## config.mk

```make
export PLATFORM = sky130hd
export DESIGN_NAME = qwot_lane
export DESIGN_NICKNAME = d
export VERILOG_FILES = /design/src/design/qwot_pkg.sv /design/src/design/qwot_div.sv /design/src/design/qwot_lane.sv
export SDC_FILE = /design/constraint.sdc
export NUM_CORES = 1
export LEC_CHECK = 0
export BUFFER_PORTS_ARGS = -buffer_cell sky130_fd_sc_hd__buf_2
export CAP_MARGIN = 20
export CORE_UTILIZATION = 40
export DETAILED_ROUTE_END_ITERATION = 10
export HOLD_SLACK_MARGIN = 0.05
export PLACE_DENSITY = 0.58
export SLEW_MARGIN = 20
export SYNTH_ARGS = -nofsm -noshare
export SYNTH_HDL_FRONTEND = slang
export SYNTH_HIERARCHICAL = 1
export SYNTH_SLANG_ARGS = --single-unit
```

## constraint.sdc

```tcl
create_clock -name clk_i -period 17.6 [get_ports clk_i]
set_input_delay 0 -clock clk_i [delete_from_list [all_inputs] [get_ports clk_i]]
set_output_delay 0 -clock clk_i [all_outputs]
set_load 0.02 [all_outputs]
```

## src/design/qwot_pkg.sv

```systemverilog
package qwot_pkg;

  localparam int CHANNELS = 4;

  // Restoring divider: dividend, divisor and step counter widths.
  localparam int DIV_W     = 80;
  localparam int DIVR_W    = 40;
  localparam int DIV_CNT_W = $clog2(DIV_W);

  localparam logic [15:0] RPM_SCALE = 16'd60000;
  localparam logic [8:0]  PI_NUM    = 9'd355;
  localparam logic [6:0]  PI_DEN    = 7'd113;
  localparam logic [15:0] DEG_NUM   = 16'd57296;
  localparam logic [6:0]  DEG_DEN   = 7'd100;

  typedef enum logic [1:0] {
    MODE_SAMPLE = 2'd0,
    MODE_CLEAR  = 2'd1,
    MODE_INIT   = 2'd2,
    MODE_RSVD   = 2'd3
  } mode_e;

  typedef enum logic [2:0] {
    REG_COUNTER_PERIOD  = 3'd0,
    REG_COUNTS_PER_REV  = 3'd1,
    REG_SPEED_PERIOD_MS = 3'd2,
    REG_POLARITY_MASK   = 3'd3,
    REG_WHEEL_DIA_MM    = 3'd4,
    REG_CAL_NUM         = 3'd5,
    REG_CAL_DEN         = 3'd6,
    REG_TRACK_WIDTH     = 3'd7
  } reg_e;

  typedef enum logic [1:0] {
    LOP_NONE,
    LOP_SAMPLE,
    LOP_CLEAR
  } lane_op_e;

  typedef struct packed {
    logic [1:0]  mode;
    logic [31:0] now_ms;
    logic [15:0] raw_count_0;
    logic [15:0] raw_count_1;
    logic [15:0] raw_count_2;
    logic [15:0] raw_count_3;
    logic [3:0]  clear_mask;
  } in_t;

  typedef struct packed {
    logic signed [31:0] position_0;
    logic signed [31:0] position_1;
    logic signed [31:0] position_2;
    logic signed [31:0] position_3;
    logic signed [15:0] speed_rpm_0;
    logic signed [15:0] speed_rpm_1;
    logic signed [15:0] speed_rpm_2;
    logic signed [15:0] speed_rpm_3;
    logic signed [31:0] avg_distance_mm;
    logic signed [31:0] left_distance_mm;
    logic signed [31:0] right_distance_mm;
    logic signed [31:0] rotation_deg10;
  } out_t;

  typedef struct packed {
    lane_op_e    op;
    logic        upd;
    logic        pol;
    logic [15:0] raw;
    logic [31:0] elapsed;
  } lane_cmd_t;

  typedef struct packed {
    logic [15:0] dia;
    logic [15:0] cal_num;
    logic [15:0] cal_den;
    logic [15:0] cpr;
    logic [15:0] track;
  } merge_cfg_t;

  typedef enum logic [2:0] {
    L_IDLE, L_MUL, L_D1GO, L_D1WAIT, L_D2GO, L_D2WAIT, L_DONE
  } lane_state_e;

  typedef enum logic [3:0] {
    M_IDLE, M_PREP, M_CONST, M_MLO, M_MHI, M_MSUM, M_DGO, M_DWAIT,
    M_RMUL, M_R1GO, M_R1WAIT, M_DONE
  } merge_state_e;

  typedef enum logic [2:0] {
    T_IDLE, T_LSTART, T_LWAIT, T_MSTART, T_MWAIT, T_OUT
  } top_state_e;

endpackage

```

## src/design/qwot_div.sv

```systemverilog
module qwot_div (
  input  logic                          clk_i,
  input  logic                          rst_ni,
  input  logic                          start_i,
  input  logic [qwot_pkg::DIV_W-1:0]    dividend_i,
  input  logic [qwot_pkg::DIVR_W-1:0]   divisor_i,
  output logic                          done_o,
  output logic [qwot_pkg::DIV_W-1:0]    quotient_o
);

  logic                            busy_q, done_q;
  logic [qwot_pkg::DIV_CNT_W-1:0]  cnt_q;
  logic [qwot_pkg::DIVR_W-1:0]     rem_q, dvs_q, rem_d;
  logic [qwot_pkg::DIV_W-1:0]      quo_q;
  logic [qwot_pkg::DIVR_W:0]       rem_sh, rem_nx;
  logic                            ge;

  // One quotient bit per cycle; the dividend shifts out as the quotient shifts in.
  always_comb begin
    rem_sh = {rem_q, quo_q[qwot_pkg::DIV_W-1]};
    ge     = (rem_sh >= {1'b0, dvs_q});
    rem_nx = ge ? (rem_sh - {1'b0, dvs_q}) : rem_sh;
    rem_d  = rem_nx[qwot_pkg::DIVR_W-1:0];
  end

  always_ff @(posedge clk_i or negedge rst_ni) begin
    if (!rst_ni) begin
      busy_q <= 1'b0;
      done_q <= 1'b0;
      cnt_q  <= '0;
    end else begin
      done_q <= 1'b0;
      if (start_i) begin
        busy_q <= 1'b1;
        cnt_q  <= '0;
      end else if (busy_q) begin
        cnt_q <= cnt_q + 1'b1;
        if (cnt_q == qwot_pkg::DIV_CNT_W'(qwot_pkg::DIV_W - 1)) begin
          busy_q <= 1'b0;
          done_q <= 1'b1;
        end
      end
    end
  end

  always_ff @(posedge clk_i) begin
    if (start_i) begin
      rem_q <= '0;
      quo_q <= dividend_i;
      dvs_q <= divisor_i;
    end else if (busy_q) begin
      rem_q <= rem_d;
      quo_q <= {quo_q[qwot_pkg::DIV_W-2:0], ge};
    end
  end

  assign done_o     = done_q;
  assign quotient_o = quo_q;

endmodule

```

## src/design/qwot_lane.sv

```systemverilog
module qwot_lane (
  input  logic                    clk_i,
  input  logic                    rst_ni,
  input  logic                    start_i,
  input  qwot_pkg::lane_cmd_t     cmd_i,
  input  logic [16:0]             period_i,
  input  logic [15:0]             cpr_i,
  output logic                    done_o,
  output logic [31:0]             position_o,
  output logic [15:0]             speed_o
);

  qwot_pkg::lane_state_e state_q, state_d;
  logic [31:0] pos_q, snap_q;
  logic [15:0] last_q, spd_q;
  logic        neg_q;
  logic [47:0] prod_q;
  logic [31:0] elapsed_q;

  logic signed [18:0] delta, dfold, half_s, per_s;
  logic [31:0] pos_samp, dpos, mag;
  logic        div_start, div_done;
  logic [qwot_pkg::DIV_W-1:0]  div_a, div_q;
  logic [qwot_pkg::DIVR_W-1:0] div_b;

  // Fold the raw difference into [-floor(period/2), floor(period/2)] to undo counter wraps.
  always_comb begin
    half_s = $signed({3'b000, period_i[16:1]});
    per_s  = $signed({2'b00, period_i});
    delta  = $signed({3'b000, cmd_i.raw}) - $signed({3'b000, last_q});
    if (delta > half_s) begin
      dfold = delta - per_s;
    end else if (delta < -half_s) begin
      dfold = delta + per_s;
    end else begin
      dfold = delta;
    end
    if (cmd_i.pol) begin
      dfold = -dfold;
    end
    pos_samp = pos_q + {{13{dfold[18]}}, dfold};
    dpos     = pos_q - snap_q;
    mag      = dpos[31] ? (~dpos + 32'd1) : dpos;
  end

  always_comb begin
    state_d = state_q;
    case (state_q)
      qwot_pkg::L_IDLE: begin
        if (start_i) begin
          state_d = (cmd_i.op == qwot_pkg::LOP_SAMPLE && cmd_i.upd) ?
                    qwot_pkg::L_MUL : qwot_pkg::L_DONE;
        end
      end
      qwot_pkg::L_MUL:    state_d = qwot_pkg::L_D1GO;
      qwot_pkg::L_D1GO:   state_d = qwot_pkg::L_D1WAIT;
      qwot_pkg::L_D1WAIT: if (div_done) state_d = qwot_pkg::L_D2GO;
      qwot_pkg::L_D2GO:   state_d = qwot_pkg::L_D2WAIT;
      qwot_pkg::L_D2WAIT: if (div_done) state_d = qwot_pkg::L_DONE;
      qwot_pkg::L_DONE:   state_d = qwot_pkg::L_IDLE;
      default:            state_d = qwot_pkg::L_IDLE;
    endcase
  end

  always_comb begin
    div_start = (state_q == qwot_pkg::L_D1GO) || (state_q == qwot_pkg::L_D2GO);
    done_o    = (state_q == qwot_pkg::L_DONE);
    if (state_q == qwot_pkg::L_D2GO) begin
      div_a = div_q;
      div_b = {8'd0, elapsed_q};
    end else begin
      div_a = {32'd0, prod_q};
      div_b = {24'd0, cpr_i};
    end
  end

  always_ff @(posedge clk_i or negedge rst_ni) begin
    if (!rst_ni) begin
      state_q <= qwot_pkg::L_IDLE;
      pos_q   <= '0;
      snap_q  <= '0;
      last_q  <= '0;
      spd_q   <= '0;
    end else begin
      state_q <= state_d;
      if (state_q == qwot_pkg::L_IDLE && start_i) begin
        if (cmd_i.op == qwot_pkg::LOP_CLEAR) begin
          pos_q  <= '0;
          snap_q <= '0;
          spd_q  <= '0;
          last_q <= cmd_i.raw;
        end else if (cmd_i.op == qwot_pkg::LOP_SAMPLE) begin
          pos_q  <= pos_samp;
          last_q <= cmd_i.raw;
        end
      end
      if (state_q == qwot_pkg::L_D2WAIT && div_done) begin
        snap_q <= pos_q;
        if (!neg_q) begin
          spd_q <= (div_q > qwot_pkg::DIV_W'(32767)) ? 16'h7FFF : div_q[15:0];
        end else begin
          spd_q <= (div_q > qwot_pkg::DIV_W'(32768)) ? 16'h8000 :
                   16'(~div_q[15:0] + 16'd1);
        end
      end
    end
  end

  always_ff @(posedge clk_i) begin
    if (state_q == qwot_pkg::L_IDLE && start_i) begin
      elapsed_q <= cmd_i.elapsed;
    end
    if (state_q == qwot_pkg::L_MUL) begin
      neg_q  <= dpos[31];
      prod_q <= {16'd0, mag} * {32'd0, qwot_pkg::RPM_SCALE};
    end
  end

  qwot_div u_div (
    .clk_i      (clk_i),
    .rst_ni     (rst_ni),
    .start_i    (div_start),
    .dividend_i (div_a),
    .divisor_i  (div_b),
    .done_o     (div_done),
    .quotient_o (div_q)
  );

  assign position_o = pos_q;
  assign speed_o    = spd_q;

endmodule

```

After elaboration in Yosys (flattened, before gate mapping)
Index checks and enable logic that the tools add are counted.
Widths: inputs -> output; s select.
{"block": "word_totals", "ff_bits": 344, "inputBits": 88, "output_inout_bits": 49, "word_cells": 95}
{"block": "op_classes", "add_sub_neg": 11, "mul": 1, "order_cmp": 5, "n_eq_ne": 13, "mux": 35, "n_bitwise": 2, "reduce_logical": 13}
{"op": "$mux 80", "count": 3}
{"op": "$mux 32", "count": 6}
{"op": "$mux 16", "count": 9}
{"op": "$gt 80x15->1 const B", "count": 1}
{"op": "$gt 80x16->1 const B", "count": 1}
{"op": "$mux 19", "count": 3}
{"op": "$mul 32x11->43 const B", "count": 1}
{"op": "$ge 41x40->1", "count": 1}
{"op": "$mux 40", "count": 1}
{"op": "$sub 40x40->40", "count": 1}
{"op": "$add 32x1->32 const B", "count": 1}
{"op": "$add 32x32->32", "count": 1}
{"op": "$not 32->32", "count": 1}
{"op": "$sub 32x32->32", "count": 1}
{"op": "$add 17x18->19", "count": 1}
{"op": "$lt 17x19->1", "count": 1}
{"op": "$neg 16->19", "count": 1}
{"op": "$neg 19->19", "count": 1}
{"op": "$sub 17x18->19", "count": 1}
{"op": "$pmux 3 s6", "count": 1}
{"op": "$gt 17x17->1", "count": 1}
{"op": "$sub 16x16->17", "count": 1}
{"op": "$add 16x1->16 const B", "count": 1}
{"op": "$not 16->16", "count": 1}
{"op": "other kinds (18)", "count": 39}

Depth between registers and ports, before layout
{"block": "depth", "word_depth": 9, "ltp_mapped": 40}

Cells and area by module
Netlist, hierarchy kept.
{"mod": "qwot_lane", "n_inst": 1, "cells_per_inst": 2390, "area_per_inst_um2": 22078.7}
{"mod": "qwot_div", "n_inst": 1, "cells_per_inst": 862, "area_per_inst_um2": 9320.2}

Least setup slack after synthesis
No wires, ideal clock.
{"block": "synth_path", "path_type": "register to register", "startpoint": "register pos_q[1], in the netlist position_o[1]", "endpoint": "register prod_q[47], data pin", "setup_time_ns": 0.260, "arrival_time_ns": 9.318, "path_slack_ns": 8.022, "stages_incl_launch_ff": 38, "path_buffers": 3, "synth_period_minus_slack_ns": 9.578, "cell_sequence": "dfrtp_1 > ha_1 > nor2b_1 > o31a_1 > o31a_1 > a21bo_2 > o31a_1 > a31oi_2 > o31ai_1 > a211o_1 > a21o_1 > and2_1 > buf_2 > buf_1 > nor2_1 > xor2_1 > inv_1 > fa_1 > (+2 left out) > fa_1 > fa_1 > fa_1 > ha_1 > clkbuf_1 > a21o_1 > a21o_1 > a21o_1 > a21o_1 > a21oi_1 > o21ai_0 > a41o_1 > a211oi_1 > a21oi_1 > nor3_1 > o31ai_1 > a21oi_1 > xnor2_1"}
{"block": "synth_between", "elab_chain_cells": 5}
{"item": "start, declared", "line_no": "qwot_lane.sv:14", "text": "logic [31:0] pos_q, snap_q;"}
{"item": "start signal, assigned", "line_no": "qwot_lane.sv:93", "text": "pos_q <= pos_samp;"}
{"item": "$sub 32x32->32 *", "line_no": "qwot_lane.sv:42", "text": "dpos = pos_q - snap_q;"}
{"item": "$not 32->32", "line_no": "qwot_lane.sv:43", "text": "mag = dpos[31] ? (~dpos + 32'd1) : dpos;"}
{"item": "$add 32x1->32", "line_no": "qwot_lane.sv:43"}
{"item": "$mux 32 *", "line_no": "qwot_lane.sv:43"}
{"item": "$mul 32x11->43 *", "line_no": "qwot_lane.sv:115", "text": "prod_q <= {16'd0, mag} * {32'd0, qwot_pkg::RPM_SCALE};"}
{"item": "end signal, assigned", "line_no": "qwot_lane.sv:115"}
{"item": "end, declared", "line_no": "qwot_lane.sv:17", "text": "logic [47:0] prod_q;"}
Mark *: on every way between the ends. The rest lies on a longest branch, timed or not.
A chain may end at the register's enable or synchronous reset.

Worst setup path in the final report
{"block": "layout_path", "startpoint": "register pos_q[1], in the netlist position_o[1]", "endpoint": "register prod_q[45], data pin"}
The elaborated chain is that of the path after synthesis.

==> results.py <==
metrics = {
    "status": {
        "status": "finished, final reports clean",
    },
    "cts": {
        "clock_latency_ns": 0.59,
        "path_clk_slew_ns": 0.06,
        "cts_setup_buffers": 0,
        "clock-sinks": 344,
        "h-tree-depth": 2,
        "max-clock-path-buffers": 3,
        "cts_tree": "yes",
        "ctsRootBufferMaster": "clkbuf_16",
        "cts-buffers-inserted": 41,
    },
    "timing": {
        "finalHoldViolCount": 0,
        "rsz0062_at_grt": "no",
        "fin_crit_sh": 0.597,
        "slew_viol_final": 0,
        "relSlewSlack": 0.297,
        "hold_slack_ns": 0.119,
        "finalSetupTns_ns": 0,
        "min_period_ns": 10.51,
        "skew_ns": 0.0221,
        "setup_viol": 0,
        "tightest_slew_ns": 1.05,
        "fmax_ghz": 0.0951,
    },
    "synth": {
        "yosysMostFrequentCell": "inv_1",
        "synth_top_flop_cell": "edfxtp_1",
        "netlist_instances": 3252,
        "synth_cell_types": 112,
        "ys_seq_area_frac": 0.299,
        "synthTopCellsByArea": "edfxtp_1, ha_1, fa_1",
        "synth_edf_count": 196,
        "ys_top_cells_by_count": "inv_1, ha_1, a21oi_1",
        "synthArstFlopShare": 0.314,
        "synth_area_um2": 31400,
        "ys_ff_latch": 344,
        "syn_area_per_cell_um2": 9.66,
        "yosysTopAreaCell": "edfxtp_1",
        "yosys_warnings": 6,
        "synth_top_area_share": 0.187,
    },
    "routing": {
        "ant_nets": 0,
        "drt_pre_antenna_iters": 5,
        "drc": 0,
        "vias": 23800,
        "routed_wl_um": 74100,
        "drt_iter0_drc": 1314,
        "vias_per_cell": 5.30,
        "wl_per_cell_um": 16.5,
    },
    "grt": {
        "grt_use_total": 0.190,
        "grt_pass1_wl_um": 124000,
        "grt_max_degree": 87,
        "grt_pass1_vias": 23700,
        "grt-ovfl-total": 0,
        "antenna_found_initial": 2,
    },
    "critical_path": {
        "crit_slowest_cell": "xor2_1",
        "cp_data_required_time_ns": 17.93,
        "cp.arrival_ns": 10.84,
        "endpoint_kind": "flip-flop",
        "critical_path_class": "flip-flop to flip-flop",
        "ff2ff_setup_slack_ns": 7.09,
        "worstPathMaxFanout": 19,
        "cp_slowest_stage_delay_ns": 0.54,
        "crit_path_start_kind": "flip-flop",
    },
    "placement": {
        "dp.final_hpwl_um": 56300,
        "place_area_um2": 33100,
        "port_buffers": 136,
        "routabilityCongestion": 0.867,
        "placed_cells": 4340,
    },
    "final_layout": {
        "fin_area_um2": 35300,
        "nFillCells": 7616,
        "drive_gt1_frac": 0.131,
        "fin_cells": 4487,
        "num-nets-final": 3946,
        "area_growth_pct": 12.3,
    },
    "die": {
        "start_util": 0.405,
        "dieArea_um2": 79600,
        "rows": 102,
        "die_y_um": 282,
        "die_w_um": 282,
        "coreArea_um2": 77600,
        "pin_count": 137,
    },
    "min_path": {
        "holdCritPathClass": "input pin to flip-flop",
    },
    "run": {
        "maxCapViolCount": 0,
    },
}
[per-stage QoR]
| stage | utilization | setup slack (ns) |
|---|---|---|
| floorplan | - | 8.02 |
| CTS | 0.454 | 6.99 |
| global placement | 0.427 | 7.19 |
| finish | 0.454 | 7.09 |
| global route | 0.454 | 6.38 |
| detailed placement | 0.427 | 7.00 |
[sequential cells by signal (all words and copies together), names as in the netlist]
register	count
position_o	32
u_div/busy_q	1
state_q	3
neg_q	1
speed_o	16
last_q	16
u_div/dvs_q	40
u_div/cnt_q	7
snap_q	32
elapsed_q	32
prod_q	43
u_div/done_o	1
u_div/rem_q	40
u_div/quotient_o	80
[critical path, delay by kind of cell (launching register included)]
family / cells / cell delay [ns]
AO/OA/AOI/OAI: 19 / 4.42
adder cells (fa/ha/maj): 7 / 3.22
buffers and inverters: 4 / 0.73
AND/OR/NAND/NOR: 4 / 0.85
flip-flops: 1 / 0.43
XOR/XNOR: 2 / 0.62
[cell families after synthesis]
group | count (synthesis) | synth area share
AO/OA/AOI/OAI | 810 | 0.182
AND/OR/NAND/NOR | 760 | 0.122
buffers and inverters | 490 | 0.0605
adder cells (fa/ha/maj) | 445 | 0.210
flip-flops | 344 | 0.299
XOR/XNOR | 222 | 0.0622
multiplexers | 180 | 0.0637
other | 1 | 0.000119
[layout make-up]
class | count | area, µm² | area share
antenna | 1 | 2.50 | 0.0000710
sequential | 344 | 9390 | 0.266
multi-input combinational | 2425 | 20200 | 0.573
inverter | 372 | 1400 | 0.0396
tap | 1040 | 1300 | 0.0369
clock inverter | 28 | 324 | 0.00919
timing repair buffer | 231 | 1570 | 0.0446
clock buffer | 46 | 1050 | 0.0299
[path summary, 6_finish.rpt]
path                                           startpoint  cells past startpoint                         end
worst max-delay path            position_o[1]$_DFFE_PN0P_                     36        prod_q[45]$_DFFE_PP_
worst min-delay path                            cmd_i[24]                      2     elapsed_q[24]$_DFFE_PP_
worst max register to register  position_o[1]$_DFFE_PN0P_                     36        prod_q[45]$_DFFE_PP_
worst min register to register     u_div/done_o$_DFF_PN0_                      1      state_q[0]$_DFFE_PN0P_
max in group asynchronous                          rst_ni                      4      u_div/busy_q$_DFF_PN0_
min in group asynchronous                          rst_ni                      3  position_o[21]$_DFFE_PN0P_
[what timing repair did]
action | 4_1_cts | 5_1_grt
hold endpoints to repair | 122 | 0
hold buffers | 72 | 0
gates resized for setup | 0 | 0
[per-layer routing]
| metal | GRT usage | routed length (µm) | vias up |
|---|---|---|---|
| li1 | - | - | 12000 |
| met1 | 0.268 | 36700 | 11400 |
| met2 | 0.307 | 33100 | 337 |
| met3 | 0.0268 | 2810 | 90 |
| met4 | 0.0434 | 1450 | 0 |
| met5 | 0 | 0 | - |
[layout by cell type (no fill, tap or decap), types with 19 or more instances in the layout]
master and instances:
inv_1 368, ha_1 307, a21oi_1 215, nor2_1 200, edfxtp_1 196, nand2_1 161
mux2_2 156, xnor2_1 153, fa_1 136, buf_2 136, dfrtp_1 107, o21ai_0 102
a21o_1 74, a22o_1 73, dlygate4sd3_1 71, and2_1 69, xor2_1 66, nand3_1 46
nand4_1 43, nor3_1 41, clkbuf_16 41, dfxtp_1 40, a211oi_1 39, nor2b_1 34
or3_1 32, nand2b_1 31, o21a_1 28, nor4_1 27, o21bai_1 25, a31oi_1 25
buf_4 24, o31ai_1 23, mux2i_1 21, and3_1 19
Power is left out: the tool's default activity adds up to more than one toggle a clock period on the data nets, which glitch-free logic cannot reach.
